==> config.mk <==
export PLATFORM = sky130hd
export DESIGN_NAME = asc_axis
export DESIGN_NICKNAME = d
export VERILOG_FILES = /design/src/design/aabb_sphere_contact_defines.svh /design/src/design/asc_pkg.sv /design/src/design/asc_axis.sv
export SDC_FILE = /design/constraint.sdc
export NUM_CORES = 2
export LEC_CHECK = 0
export BUFFER_PORTS_ARGS = -buffer_cell sky130_fd_sc_hd__buf_4
export CAP_MARGIN = 30
export CORE_MARGIN = 8
export CORE_UTILIZATION = 40
export DETAILED_ROUTE_END_ITERATION = 10
export PLACE_DENSITY_LB_ADDON = 0.1
export SLEW_MARGIN = 20
export SYNTH_ARGS = -nofsm -noshare
export SYNTH_HDL_FRONTEND = slang
export SYNTH_SLANG_ARGS = --single-unit
==> constraint.sdc <==
create_clock -name clk -period 9.8 [get_ports clk]
set_input_delay 0 -clock clk [delete_from_list [all_inputs] [get_ports clk]]
set_output_delay 0 -clock clk [all_outputs]
set_load 0.01 [all_outputs]
==> src/design/aabb_sphere_contact_defines.svh <==
`ifndef AABB_SPHERE_CONTACT_DEFINES_SVH
`define AABB_SPHERE_CONTACT_DEFINES_SVH

// same-cycle check, sampled on clk, off while rst_n is low
`define ASC_ASSERT(name, prop, msg) \
    name: assert property (@(posedge clk) disable iff (!rst_n) prop) \
        else $error(msg);

// check in the cycle after the trigger
`define ASC_ASSERT_NEXT(name, trig, prop, msg) \
    name: assert property (@(posedge clk) disable iff (!rst_n) (trig) |=> (prop)) \
        else $error(msg);

`endif

==> src/design/asc_pkg.sv <==
`timescale 1ns / 1ps

package asc_pkg;

    localparam int COORD_BITS_DEF = 24;

    typedef enum logic [1:0] {
        AXIS_X,
        AXIS_Y,
        AXIS_Z
    } asc_axis_t;

    typedef struct packed {
        logic far;
        logic gt;
    } asc_flags_t;

endpackage

==> src/design/asc_axis.sv <==
`timescale 1ns / 1ps

module asc_axis #(
    parameter int COORD_BITS = asc_pkg::COORD_BITS_DEF
) (
    input  logic                              clk,
    input  logic                              en,
    input  logic signed [COORD_BITS-1:0]      c,
    input  logic        [COORD_BITS-2:0]      h,
    input  logic signed [COORD_BITS-1:0]      s,
    input  logic        [COORD_BITS-2:0]      r,
    output logic        [2*COORD_BITS-3:0]    sq,
    output logic signed [COORD_BITS+1:0]      ov,
    output asc_pkg::asc_flags_t               flags
);

    localparam int H  = COORD_BITS - 1;
    localparam int E  = COORD_BITS + 1;
    localparam int OW = COORD_BITS + 2;
    localparam int SQ = 2 * (COORD_BITS - 1);

    // stage 1: interval ends
    logic signed [E-1:0] c_e;
    logic signed [E-1:0] h_e;
    logic signed [E-1:0] s_e;
    logic signed [E-1:0] r_e;
    logic signed [E-1:0] lo_box_reg;
    logic signed [E-1:0] hi_box_reg;
    logic signed [E-1:0] lo_sph_reg;
    logic signed [E-1:0] hi_sph_reg;
    logic signed [E-1:0] s1_reg;
    logic        [H-1:0] r1_reg;
    logic                gt1_reg;

    assign c_e = E'(c);
    assign s_e = E'(s);
    assign h_e = signed'(E'(h));
    assign r_e = signed'(E'(r));

    always_ff @(posedge clk)
    begin
        if (en)
        begin
            lo_box_reg <= c_e - h_e;
            hi_box_reg <= c_e + h_e;
            lo_sph_reg <= s_e - r_e;
            hi_sph_reg <= s_e + r_e;
            s1_reg     <= s_e;
            r1_reg     <= r;
            gt1_reg    <= (c > s);
        end
    end

    // stage 2: clamp distance and interval overlap
    logic                below;
    logic                above;
    logic        [E-1:0] d_next;
    logic signed [E-1:0] hi_min;
    logic signed [E-1:0] lo_max;
    logic signed [OW-1:0] ov_next;
    logic        [H-1:0] d_reg;
    logic signed [OW-1:0] ov2_reg;
    asc_pkg::asc_flags_t flags2_reg;

    always_comb
    begin
        below  = (s1_reg < lo_box_reg);
        above  = (s1_reg > hi_box_reg);
        if (below)
        begin
            d_next = unsigned'(lo_box_reg - s1_reg);
        end
        else if (above)
        begin
            d_next = unsigned'(s1_reg - hi_box_reg);
        end
        else
        begin
            d_next = '0;
        end
        hi_min  = (hi_box_reg < hi_sph_reg) ? hi_box_reg : hi_sph_reg;
        lo_max  = (lo_box_reg > lo_sph_reg) ? lo_box_reg : lo_sph_reg;
        ov_next = OW'(hi_min) - OW'(lo_max);
    end

    always_ff @(posedge clk)
    begin
        if (en)
        begin
            d_reg          <= d_next[H-1:0];
            ov2_reg        <= ov_next;
            flags2_reg.far <= (d_next > E'(r1_reg));
            flags2_reg.gt  <= gt1_reg;
        end
    end

    // stage 3: squared distance
    logic [SQ-1:0] sq_reg;
    logic signed [OW-1:0] ov3_reg;
    asc_pkg::asc_flags_t flags3_reg;

    always_ff @(posedge clk)
    begin
        if (en)
        begin
            sq_reg     <= SQ'(d_reg) * SQ'(d_reg);
            ov3_reg    <= ov2_reg;
            flags3_reg <= flags2_reg;
        end
    end

    assign sq    = sq_reg;
    assign ov    = ov3_reg;
    assign flags = flags3_reg;

endmodule

==> impl_results.md <==
- Status: finished, violations left
- Failing checks: hold timing
- Post-Synth Simple-Gate Area: 0.100
- N_diodes: 0
- Worst min path class: in2reg
- CTS Buffer Depth: 3
- CTS tree: done
- Final WL: 92.3 mm
- Mux share of post-synthesis cell area: 0.0166
- Setup CP Type: reg2reg
- Syn nets: 4421
- Post-synth EDFFs: 270
- Mapped Area: 0.0342 mm2
- Root buf cell: clkbuf_16
- Worst EP arrival: 8170 ps
- Average size of a mapped cell: 9.78 um2
- Worst path top cell family by delay: adder cells
- Layout cells sized above 1: 0.0730
- Crit-path max FO: 18
- Layout Nets: 4632
- H-tree levels: 2
- Required @ worst endpoint: 10100 ps
- CP Capture Type: flop
- Min cycle time layout: 7870 ps
- Drt wl/cell: 18.9 um
- Largest net degree at the start of global routing: 95
- Vias in the first global route: 26000
- Count of final hold-check violations: 3
- Initial core utilization: 0.403
- Multi-input logic area: 0.0229 mm2
- Grt total ovfl: 0
- DRT antenna net count: 0
- Main combinational cell family by area after synthesis: adder cells
- Skew-Pair Late Insertion Delay: 560 ps
- CTS Buf Count: 34
- First-pass GRT wire length: 143 mm
- Gr usage total: 0.194
- Synth Area in Adders: 0.390
- Ports: 170
- Area growth from synthesis to layout: 12.9%
- DRC Markers: 0
- Fmax: 127 MHz
- Die Wd: 308 um
- Most frequent cells in the layout: inv_1, ha_1, fa_1, edfxtp_1, nand2_1
- Die area: 0.0951 mm2
- FILL cells: 8246
- Worst-path cell chain: nand2_1 > fa_1 > inv_1 > fa_1 > inv_1 > fa_1 > fa_1 > inv_1 > fa_1 > fa_1 > inv_1 > fa_1 > inv_1 > ha_1 > a21oi_1 > o31ai_1 > a311oi_1 > o21ai_0 > a21oi_1 > o21ai_1 > a311oi_1 > o31ai_1 > a21oi_1 > xnor2_1
- Predominant post-synthesis flop cell: edfxtp_1
- Starting DRT DRC Count: 973
- Vias per cell: 4.97
- Die Y: 308 um
- RSZ-0062 raised after global routing: no
- Startpoint Class: flop
- Synthesis warning total: 0
- Worst slew pin tran: 1000 ps
- Initial antenna violation count: 1
- CP Buf/Inv Count: 5
- Largest register FFs: 45
- Commonest non-fill, non-tap cell in the layout: inv_1
- Synthesis-stage register bit count: 270
- Top cell by count, worst path: fa_1
- Synth Instances: 3496
- Max Cap Viol: 0
- Reg area: 0.00811 mm2
- Gp weighted congestion: 0.874
- Port Buffers: 168
- Compound-Gate Fraction of Synth Area: 0.114
- DP HPWL: 77.5 mm
- Sequential share of the synthesized area: 0.237
- Fin crit share: 0.803
- Core area: 0.0849 mm2
- Max_slew headroom: 0.332
- Synth async-reset ratio: 0
- Hold Slack: -15.1 ps
- Crit-path max cell delay: 980 ps
- Max-slew violation count: 0
- Sink Count: 270
- Post-synthesis xor/xnor area fraction: 0.0489
- Clock slew at the register clock pins of the worst setup and hold paths: 60 ps
- Library cells used by synthesis: 75
- Setup TNS: 0 ps
- Fin Clk Skew: 19.0 ps
- First-pass DRT Iterations: 6
- Routed vias: 24200
- Final setup fails: 0
- FP Rows: 107
- Slowest CP cell: edfxtp_1
- Reg-to-reg slack, setup: 1930 ps
==> cell type report <==
type	instances	share of cell area
flip-flops and latches	270	0.210
clock buffers	39	0.0225
well taps	1144	0.0371
clock inverters	18	0.00532
multi-input cells	2377	0.594
inverters	763	0.0742
repair buffers	261	0.0571
==> synthesized netlist by cell type (4+ instances only) <==
library cell	n	area, um2
inv_1	763	2860
ha_1	437	5470
fa_1	392	7850
edfxtp_1	270	8110
nand2_1	225	845
a21oi_1	187	936
nor2_1	140	526
xnor2_1	135	1180
and2_1	101	632
o21ai_0	85	425
clkbuf_1	80	300
a21o_1	71	533
xor2_1	56	490
mux2i_1	51	510
nor2b_1	45	282
o21a_1	41	308
nor3_1	39	195
o21bai_1	38	285
nand3_1	32	160
nand4_1	32	200
nand2b_1	30	188
a31oi_1	21	131
o21ai_1	19	95.1
o22ai_1	19	119
a211oi_1	18	135
and3_1	14	87.6
o31ai_1	9	67.6
a211o_1	8	70.1
or3_1	8	50.1
a2111oi_0	7	61.3
a21boi_0	7	52.6
o211ai_1	7	52.6
o31a_1	7	61.3
or2_2	7	43.8
or4_1	7	52.6
a311oi_1	6	52.6
a31o_2	6	52.6
nand3b_1	6	45.0
o2111ai_1	6	52.6
mux2_2	5	56.3
nor4_1	5	31.3
a41oi_1	4	35.0
nor3b_1	4	30.0
o41ai_1	4	35.0
==> worst paths after layout <==
kind | start | endpoint | cells past startpoint
worst max-delay path | d_reg[17] | sq[45] | 24
worst min register to register | ov2_reg[25] | ov[25] | 0
worst min-delay path | en | sq[29] | 1
worst max register to register | d_reg[17] | sq[45] | 24
==> stage by stage <==
| stage | instances | area, um2 | utilization | setup WS, ps |
|---|---|---|---|---|
| final | 4872 | 38600 | 0.455 | 1930 |
| after global routing | 4872 | 38600 | 0.455 | 1480 |
| after CTS | 4868 | 38500 | 0.454 | 1750 |
| after detailed placement | 4745 | 36800 | 0.433 | 1780 |
| after global placement | 4739 | 36700 | 0.432 | 1700 |
| after floorplan | 3496 | 34200 | - | 2940 |
==> metal layers <==
| layer | GRT usage | vias to the layer above | routed length, um |
|---|---|---|---|
| met1 | 0.245 | 11700 | 40700 |
| met5 | 0 | - | 0 |
| met2 | 0.337 | 483 | 44500 |
| li1 | - | 11900 | - |
| met4 | 0.0732 | 0 | 3780 |
| met3 | 0.0234 | 165 | 3350 |
==> cell families (layout without fill, tap and decap cells) <==
group                      Yosys count  count (layout)
buffers and inverters              849            1081
adders and majority gates          829             829
and+or+nand+nor                    701             701
AOI/OAI and AO/OA                  599             599
DFF                                270             270
xor gates and xnor gates           191             191
muxes                               56              56
other                                1               1
==> timing repair <==
action,CTS,global route
endpoints found under the hold margin,79,0
buffers inserted,0,0
hold buffers,66,0
setup endpoints to repair,0,0
gates resized for setup,0,0
Power is left out: the tool's default activity adds up to more than one toggle a clock period on the data nets, which glitch-free logic cannot reach.
